==> config.mk <==
export PLATFORM = sky130hd
export DESIGN_NAME = multiplayer_link_flow_control
export DESIGN_NICKNAME = d
export VERILOG_FILES = /design/src/mlfc_pkg.sv /design/src/mlfc_ring.sv /design/src/mlfc_ctrl.sv /design/src/mlfc_datapath.sv /design/src/multiplayer_link_flow_control.sv
export SDC_FILE = /design/constraint.sdc
export NUM_CORES = 2
export LEC_CHECK = 0
export ABC_AREA = 1
export BUFFER_PORTS_ARGS = -buffer_cell sky130_fd_sc_hd__buf_2
export CORE_UTILIZATION = 53
export CTS_CLUSTER_SIZE = 10
export DETAILED_ROUTE_END_ITERATION = 16
export PLACE_DENSITY = 0.68
export RECOVER_POWER = 50
export SYNTH_ARGS = -nofsm -noshare
export SYNTH_HDL_FRONTEND = slang
export SYNTH_HIERARCHICAL = 1
export SYNTH_SLANG_ARGS = --single-unit
==> constraint.sdc <==
create_clock -name clk -period 6.5 [get_ports clk]
set_input_delay 1.3 -clock clk [delete_from_list [all_inputs] [get_ports clk]]
set_output_delay 1.3 -clock clk [all_outputs]
set_load 0.05 [all_outputs]
==> src/mlfc_pkg.sv <==
// ----------------------------------------------------------------------------
// mlfc_pkg: shared types and constants for the link flow control block
// Word layouts, mode and status codes, register indexes and the command
// structs that pass between the controller, the datapath and the rings.
// ----------------------------------------------------------------------------
package mlfc_pkg;

	localparam int WORD_BITS      = 16;
	localparam int RING_DEPTH_DEF = 64;
	localparam int CFG_DATA_BITS  = 7;
	localparam int LEVEL_BITS     = 7;

	localparam int VALID_POS = 13;
	localparam int BUSY_POS  = 14;

	localparam logic [WORD_BITS-1:0] WORD_ABSENT = 16'hFFFF;
	localparam logic [WORD_BITS-1:0] WORD_ESCAPE = 16'h8000;
	localparam logic [WORD_BITS-1:0] WORD_VALID  = 16'h2000;
	localparam logic [WORD_BITS-1:0] WORD_BUSY   = 16'h4000;

	localparam logic [CFG_DATA_BITS-1:0] BUSY_THRESHOLD_RESET = 7'd62;

	// Register indexes of the configuration port.
	localparam logic CFG_IS_CHILD       = 1'b0;
	localparam logic CFG_BUSY_THRESHOLD = 1'b1;

	// Item modes.
	localparam logic [1:0] MODE_EXCHANGE = 2'd0;
	localparam logic [1:0] MODE_ENQUEUE  = 2'd1;
	localparam logic [1:0] MODE_DEQUEUE  = 2'd2;
	localparam logic [1:0] MODE_RESTART  = 2'd3;

	// Sticky link status codes.
	localparam logic [1:0] LS_OK       = 2'd0;
	localparam logic [1:0] LS_EXTRA    = 2'd1;
	localparam logic [1:0] LS_ERROR    = 2'd2;
	localparam logic [1:0] LS_WRONG_ID = 2'd3;

	typedef struct packed {
		logic [1:0]           mode;
		logic [WORD_BITS-1:0] partner_word;
		logic [WORD_BITS-1:0] slot2_word;
		logic [WORD_BITS-1:0] slot3_word;
		logic                 link_error;
		logic                 link_busy;
		logic [1:0]           hw_id;
		logic [WORD_BITS-1:0] app_word;
	} item_t;

	typedef struct packed {
		logic [WORD_BITS-1:0]  send_word;
		logic                  send_write;
		logic [1:0]            link_status;
		logic [WORD_BITS-1:0]  recv_word;
		logic                  recv_valid;
		logic [LEVEL_BITS-1:0] send_level;
		logic [LEVEL_BITS-1:0] recv_level;
		logic                  recv_overflow;
		logic                  id_known;
		logic [1:0]            own_id;
	} result_t;

	// Controller to datapath commands.
	typedef struct packed {
		logic capture;
		logic exec;
	} dp_cmd_t;

	// Datapath to ring commands.
	typedef struct packed {
		logic rd_en;
		logic push;
		logic pop;
		logic clear;
	} ring_cmd_t;

	typedef enum logic [1:0] {
		ST_IDLE = 2'b01,
		ST_EXEC = 2'b10
	} ctrl_state_t;

endpackage

==> src/mlfc_ring.sv <==
// ----------------------------------------------------------------------------
// mlfc_ring: word ring buffer
// A memory with head and tail pointers and a fill count. The word at the
// tail is read into a register on request, ahead of a possible pop.
// ----------------------------------------------------------------------------
module mlfc_ring #(
	parameter int DEPTH = mlfc_pkg::RING_DEPTH_DEF,
	localparam int IW = $clog2(DEPTH),
	localparam int FW = $clog2(DEPTH + 1)
) (
	input  logic                           clk,
	input  logic                           arst_n,
	input  mlfc_pkg::ring_cmd_t            cmd,
	input  logic [mlfc_pkg::WORD_BITS-1:0] push_data,
	output logic [mlfc_pkg::WORD_BITS-1:0] rd_data,
	output logic [FW-1:0]                  fill,
	output logic                           full,
	output logic                           empty
);
	import mlfc_pkg::*;

	logic [WORD_BITS-1:0] mem [DEPTH];
	logic [WORD_BITS-1:0] rd_data_q;
	logic [IW-1:0]        head_q;
	logic [IW-1:0]        tail_q;
	logic [FW-1:0]        fill_q;
	logic [FW-1:0]        fill_d;

	function automatic logic [IW-1:0] next_idx(input logic [IW-1:0] i);
		return (i == IW'(DEPTH - 1)) ? '0 : i + IW'(1);
	endfunction

	always_ff @(posedge clk) begin
		if (cmd.push) begin
			mem[head_q] <= push_data;
		end
		if (cmd.rd_en) begin
			rd_data_q <= mem[tail_q];
		end
	end

	always_comb begin
		if (cmd.clear) begin
			fill_d = '0;
		end else if (cmd.push && !cmd.pop) begin
			fill_d = fill_q + FW'(1);
		end else if (cmd.pop && !cmd.push) begin
			fill_d = fill_q - FW'(1);
		end else begin
			fill_d = fill_q;
		end
	end

	always_ff @(posedge clk or negedge arst_n) begin
		if (!arst_n) begin
			head_q <= '0;
			tail_q <= '0;
			fill_q <= '0;
		end else begin
			fill_q <= fill_d;
			if (cmd.clear) begin
				head_q <= '0;
				tail_q <= '0;
			end else begin
				if (cmd.push) begin
					head_q <= next_idx(head_q);
				end
				if (cmd.pop) begin
					tail_q <= next_idx(tail_q);
				end
			end
		end
	end

	assign rd_data = rd_data_q;
	assign fill    = fill_q;
	assign full    = (fill_q == FW'(DEPTH));
	assign empty   = (fill_q == '0);

endmodule

==> src/mlfc_ctrl.sv <==
// ----------------------------------------------------------------------------
// mlfc_ctrl: handshake controller
// Takes a word when idle, lets the datapath read the rings, then executes
// the step once the result register is free.
// ----------------------------------------------------------------------------
module mlfc_ctrl (
	input  logic              clk,
	input  logic              arst_n,
	input  logic              item_valid,
	output logic              item_stall,
	output logic              result_valid,
	input  logic              result_stall,
	output mlfc_pkg::dp_cmd_t cmd
);
	import mlfc_pkg::*;

	ctrl_state_t state_q;
	ctrl_state_t state_d;
	logic        result_valid_q;
	logic        out_free;

	assign item_stall = (state_q != ST_IDLE);
	assign out_free   = !result_valid_q || !result_stall;

	always_comb begin
		state_d     = state_q;
		cmd.capture = 1'b0;
		cmd.exec    = 1'b0;
		case (state_q)
			ST_IDLE: begin
				if (item_valid) begin
					cmd.capture = 1'b1;
					state_d     = ST_EXEC;
				end
			end
			ST_EXEC: begin
				if (out_free) begin
					cmd.exec = 1'b1;
					state_d  = ST_IDLE;
				end
			end
			default: begin
				state_d = ST_IDLE;
			end
		endcase
	end

	always_ff @(posedge clk or negedge arst_n) begin
		if (!arst_n) begin
			state_q        <= ST_IDLE;
			result_valid_q <= 1'b0;
		end else begin
			state_q <= state_d;
			if (cmd.exec) begin
				result_valid_q <= 1'b1;
			end else if (!result_stall) begin
				result_valid_q <= 1'b0;
			end
		end
	end

	assign result_valid = result_valid_q;

endmodule

==> src/mlfc_datapath.sv <==
// ----------------------------------------------------------------------------
// mlfc_datapath: link step datapath
// Holds the captured word, the configuration and sticky status registers,
// both rings and the result register, and works out one step on command.
// ----------------------------------------------------------------------------
module mlfc_datapath #(
	parameter int RING_DEPTH = mlfc_pkg::RING_DEPTH_DEF
) (
	input  logic                               clk,
	input  logic                               arst_n,
	input  mlfc_pkg::dp_cmd_t                  cmd,
	input  mlfc_pkg::item_t                    item,
	output mlfc_pkg::result_t                  result,
	input  logic                               cfg_write,
	input  logic                               cfg_index,
	input  logic [mlfc_pkg::CFG_DATA_BITS-1:0] cfg_data
);
	import mlfc_pkg::*;

	localparam int FW = $clog2(RING_DEPTH + 1);
	localparam int CW = (FW > CFG_DATA_BITS) ? FW : CFG_DATA_BITS;

	item_t   item_q;
	result_t res_q;
	result_t res_d;

	logic                     is_child_q;
	logic [CFG_DATA_BITS-1:0] busy_threshold_q;
	logic [1:0]               status_q, status_d;
	logic                     ovf_q, ovf_d;
	logic                     known_q, known_d;
	logic [1:0]               id_q, id_d;

	ring_cmd_t            rcmd, scmd;
	logic [WORD_BITS-1:0] r_rd, s_rd;
	logic [FW-1:0]        r_fill, s_fill;
	logic                 r_full, r_empty, s_full, s_empty;

	logic                 extra, fault_err, store, push_ok, own_busy;
	logic [CW-1:0]        r_after_c;
	logic [FW-1:0]        r_after, s_after;
	logic [WORD_BITS-1:0] send_v;

	mlfc_ring #(.DEPTH(RING_DEPTH)) u_recv_ring (
		.clk       (clk),
		.arst_n    (arst_n),
		.cmd       (rcmd),
		.push_data (item_q.partner_word),
		.rd_data   (r_rd),
		.fill      (r_fill),
		.full      (r_full),
		.empty     (r_empty)
	);

	mlfc_ring #(.DEPTH(RING_DEPTH)) u_send_ring (
		.clk       (clk),
		.arst_n    (arst_n),
		.cmd       (scmd),
		.push_data (item_q.app_word),
		.rd_data   (s_rd),
		.fill      (s_fill),
		.full      (s_full),
		.empty     (s_empty)
	);

	assign extra = (item_q.slot2_word != WORD_ABSENT) || (item_q.slot3_word != WORD_ABSENT);
	// A parent also treats a transfer that is still busy as an error.
	assign fault_err = item_q.link_error || (!is_child_q && item_q.link_busy);
	// An all-ones partner word has the valid bit set but means nothing.
	assign store = item_q.partner_word[VALID_POS] && (item_q.partner_word != WORD_ABSENT);
	assign push_ok = store && !r_full;
	assign r_after_c = CW'(r_fill) + CW'(push_ok);
	assign own_busy = (r_after_c > CW'(busy_threshold_q));

	always_comb begin
		rcmd       = '0;
		scmd       = '0;
		rcmd.rd_en = cmd.capture;
		scmd.rd_en = cmd.capture;
		res_d      = '0;
		status_d   = status_q;
		ovf_d      = ovf_q;
		known_d    = known_q;
		id_d       = id_q;
		send_v     = '0;
		if (cmd.exec) begin
			case (item_q.mode)
				MODE_EXCHANGE: begin
					if (extra || fault_err) begin
						status_d = extra ? LS_EXTRA : LS_ERROR;
					end else begin
						if (store) begin
							if (r_full) begin
								ovf_d = 1'b1;
							end else begin
								rcmd.push = 1'b1;
							end
						end
						if (own_busy) begin
							send_v = WORD_BUSY;
						end
						if (!s_empty && !item_q.partner_word[BUSY_POS]) begin
							send_v    = send_v | s_rd | WORD_VALID;
							scmd.pop  = 1'b1;
						end
						if (send_v == WORD_ABSENT) begin
							send_v = WORD_ESCAPE;
						end
						res_d.send_word  = send_v;
						res_d.send_write = 1'b1;
						if (is_child_q && !known_q) begin
							known_d = 1'b1;
							id_d    = item_q.hw_id;
							if (item_q.hw_id != 2'd1) begin
								status_d = LS_WRONG_ID;
							end
						end
					end
				end
				MODE_ENQUEUE: begin
					if (!s_full) begin
						scmd.push = 1'b1;
					end
				end
				MODE_DEQUEUE: begin
					if (!r_empty) begin
						rcmd.pop         = 1'b1;
						res_d.recv_word  = r_rd;
						res_d.recv_valid = 1'b1;
					end
				end
				default: begin
					rcmd.clear = 1'b1;
					scmd.clear = 1'b1;
					status_d   = LS_OK;
					ovf_d      = 1'b0;
					known_d    = !is_child_q;
					id_d       = 2'd0;
				end
			endcase
		end
		r_after = rcmd.clear ? '0 : r_fill + FW'(rcmd.push) - FW'(rcmd.pop);
		s_after = scmd.clear ? '0 : s_fill + FW'(scmd.push) - FW'(scmd.pop);
		res_d.send_level    = LEVEL_BITS'(s_after);
		res_d.recv_level    = LEVEL_BITS'(r_after);
		res_d.link_status   = status_d;
		res_d.recv_overflow = ovf_d;
		res_d.id_known      = known_d;
		res_d.own_id        = known_d ? id_d : 2'd0;
	end

	always_ff @(posedge clk) begin
		if (cmd.capture) begin
			item_q <= item;
		end
		if (cmd.exec) begin
			res_q <= res_d;
		end
	end

	always_ff @(posedge clk or negedge arst_n) begin
		if (!arst_n) begin
			is_child_q       <= 1'b0;
			busy_threshold_q <= BUSY_THRESHOLD_RESET;
			status_q         <= LS_OK;
			ovf_q            <= 1'b0;
			known_q          <= 1'b0;
			id_q             <= 2'd0;
		end else begin
			if (cfg_write) begin
				case (cfg_index)
					CFG_IS_CHILD: begin
						is_child_q <= cfg_data[0];
					end
					CFG_BUSY_THRESHOLD: begin
						busy_threshold_q <= cfg_data;
					end
					default: begin
						is_child_q <= is_child_q;
					end
				endcase
			end
			status_q <= status_d;
			ovf_q    <= ovf_d;
			known_q  <= known_d;
			id_q     <= id_d;
		end
	end

	assign result = res_q;

endmodule

==> src/multiplayer_link_flow_control.sv <==
// ----------------------------------------------------------------------------
// multiplayer_link_flow_control: link-layer step with receive and send rings
// An accepted word is captured and the ring memories' registered read is
// started in the idle state; the state update follows in the exec state,
// which waits while a held result is stalled. No new word is taken before it.
// Reset clears pointers, fill counts, status, overflow and the id; ring
// contents stay undefined and are only read where written.
// ----------------------------------------------------------------------------
module multiplayer_link_flow_control #(
	parameter int RING_DEPTH = mlfc_pkg::RING_DEPTH_DEF
) (
	input  logic                               clk,
	input  logic                               arst_n,
	input  logic                               item_valid,
	output logic                               item_stall,
	input  mlfc_pkg::item_t                    item,
	output logic                               result_valid,
	input  logic                               result_stall,
	output mlfc_pkg::result_t                  result,
	input  logic                               cfg_write,
	input  logic                               cfg_index,
	input  logic [mlfc_pkg::CFG_DATA_BITS-1:0] cfg_data
);
	import mlfc_pkg::*;

	dp_cmd_t cmd;

	mlfc_ctrl u_ctrl (
		.clk          (clk),
		.arst_n       (arst_n),
		.item_valid   (item_valid),
		.item_stall   (item_stall),
		.result_valid (result_valid),
		.result_stall (result_stall),
		.cmd          (cmd)
	);

	mlfc_datapath #(.RING_DEPTH(RING_DEPTH)) u_datapath (
		.clk       (clk),
		.arst_n    (arst_n),
		.cmd       (cmd),
		.item      (item),
		.result    (result),
		.cfg_write (cfg_write),
		.cfg_index (cfg_index),
		.cfg_data  (cfg_data)
	);

endmodule
==> flow_metrics.tcl <==
set metrics [dict create \
    layout-drive-gt1-share 0.07169 \
    root_buffer "clkbuf_16" \
    clk_latency_ps 850 \
    holdBufCountCts 0 \
    grt_max_degree 225 \
    final-setup-viol-count 0 \
    reg2reg_depth 18 \
    power.density_nw_per_um2 364.8 \
    wl_um 228200 \
    vias 60720 \
    drc 0 \
    core_um2 174000 \
    htreeDepth 4 \
    met1_usage 0.3377 \
    die_x_um 420.6 \
    drv_slew 1080 \
    cts_tree "done" \
    grt_overflow 0 \
    use_met3 0.03644 \
    syn-cell-area_um2 92850 \
    viasPerCell 5.541 \
    cp_data_arrival_time_ps 5180 \
    gr-usage-met2 0.4314 \
    p_total_mw 37.20 \
    worstHoldPathType "flip-flop to flip-flop" \
    placed_cell_area_um2 95460 \
    numCtsBuffers 239 \
    io_buffers 137 \
    path_cells "inv_1 -> ha_1 -> inv_1 -> nor3_1 -> nand2_1 -> nor2_1 -> buf_4 -> ha_1 -> inv_1 -> ha_1 -> inv_1 -> fa_1 -> o21ai_0 -> a21oi_1 -> nor2_1 -> nor2_1 -> nor2_1 -> nor2_1" \
    reg2reg_to "u_datapath/result[17]" \
    track_usage 0.2568 \
    clock.fmax_ghz 0.2181 \
    num_antenna_cells 0 \
    grt_pass1_wl_um 343700 \
    cp_common_cell "nor2_1" \
    grt_pass1_vias 58040 \
    finalWorstSetupSlack_ps 1916 \
    slowest_delay_ps 1020 \
    hold_viol_final 0 \
    nets 8676 \
    rsz0062_at_grt "false" \
    path_clk_slew_ps 50 \
    drt-pass1-iter-count 8 \
    reg2reg_slack_ps 1920 \
    io_pins 139 \
    ant_nets 0 \
    min_to "u_datapath/busy_threshold_q[5]" \
    ir_drop_uv 410.1 \
    max_cap_viol_count 17 \
    antenna_found_initial 1 \
    syn_nets 8550 \
    fillCellCount 13850 \
    num_rows 153 \
    finalCritPeriodShare 0.7053 \
    critPathKind "flip-flop to flip-flop" \
    die_h_um 420.6 \
    p_leak_nw 40.07 \
    finalSetupTns_ps 0 \
    synthCells 8416 \
    post_cts_buffers 0 \
    crit_path_start_kind "flip-flop" \
    gp_congestion 0.8503 \
    syn2layout_area_growth_pct 9.801 \
    final_cell_mix "2916 x nand2_1, 2138 x edfxtp_1, 1557 x nand3_1, 802 x inv_1, 243 x clkbuf_16" \
    worstPathMaxFanout 7 \
    ys.warnings.count 6 \
    wl_per_cell_um 20.82 \
    drtIter0Drc 6653 \
    dieArea_um2 176900 \
    endpoint_kind "flip-flop" \
    cts_num_sinks 2193 \
    top_usage_layer "met2" \
    hp-start "u_datapath/busy_threshold_q[5]" \
    violations "max-capacitance violations, max-slew violations" \
    min_period_ps 4584 \
    cts_buffer_depth 3 \
    dp_hpwl_um 122600 \
    status "complete, but fails checks" \
    synth.avg_cell_area_um2 11.03 \
    start_util 0.5336 \
    tightestPinTransition_ps 3874 \
    worstPathRequired_ps 7100 \
    skew_ps 22.53 \
    relSlewSlack -1.583 \
    place_ws_ps 1930 \
    slowest_stage "nor3_1" \
    finalInstanceArea_um2 101900 \
    final_common_cell "nand2_1" \
    ctsResizeCount 0 \
    hold_path_depth 2 \
    worstReg2RegStart "u_datapath/item_q[68]" \
]
==> area by class of cell <==
cell class | count | area (um2) | area share
sequential | 2193 | 65610 | 0.6436
clock buffer | 320 | 6390 | 0.06268
clock inverter | 13 | 196.4 | 0.001927
tap | 2325 | 2909 | 0.02853
multi-input combinational | 4951 | 21470 | 0.2106
inverter | 820 | 3126 | 0.03066
timing repair buffer | 337 | 2245 | 0.02202
==> critical path, delay by kind of cell (launching register included) <==
family	cells	cell delay, ps
compound gates	2	420
simple gates	7	1940
flops	1	410
fa+ha+maj	4	1070
buf+inv	5	500
==> flip-flops by register name (all words and copies together) (netlist names) <==
name	flops
u_datapath/u_recv_ring/head_q	6
u_datapath/item_q	69
u_datapath/result	54
u_datapath/u_recv_ring/fill	7
u_ctrl/state_q	2
u_datapath/u_send_ring/fill	7
u_datapath/u_send_ring/tail_q	6
u_datapath/u_send_ring/head_q	6
u_datapath/u_send_ring/rd_data	15
u_datapath/u_send_ring/mem	960
u_datapath/u_recv_ring/tail_q	6
u_datapath/ovf_q	1
u_ctrl/result_valid	1
u_datapath/status_q	2
u_datapath/u_recv_ring/mem	1024
u_datapath/busy_threshold_q	7
u_datapath/u_recv_ring/rd_data	16
u_datapath/is_child_q	1
u_datapath/id_q	2
u_datapath/known_q	1
==> how the worst max path moves through the flow <==
stage | from | to | slack, ps
global route | arst_n | u_datapath/u_send_ring/tail_q[0] | 1460
CTS | u_datapath/u_recv_ring/fill[1] | u_datapath/result[10] | 2460
detailed placement | result_stall | u_datapath/u_send_ring/mem[36][5] | 1930
global placement | result_stall | u_datapath/result[17] | 2030
finish | u_datapath/item_q[68] | u_datapath/result[17] | 1920
floorplan | result_stall | u_datapath/result[10] | 770
==> layer usage <==
| metal | share of wire | up-vias |
|---|---|---|
| met5 | 0 | - |
| met4 | 0.038 | 0 |
| met3 | 0.073 | 455 |
| met2 | 0.50 | 2522 |
| met1 | 0.39 | 29330 |
| li1 | - | 28410 |
==> stage by stage <==
stage | std cells | util | hold WS [ps]
finish | 10960 | 0.5859 | 491.3
global route | 10960 | 0.5859 | 515.2
global placement | 10630 | 0.5486 | 475.7
floorplan | 8416 | - | 456.7
detailed placement | 10630 | 0.5486 | 485.2
CTS | 10960 | 0.5864 | 492.3
==> power breakdown <==
part           internal, mW  switching (mW)
registers              15.9           0.378
logic                  2.51            6.51
clock network          6.76            5.12
total                  25.2            12.0
Note: power is estimated with default switching activity, not from simulation.
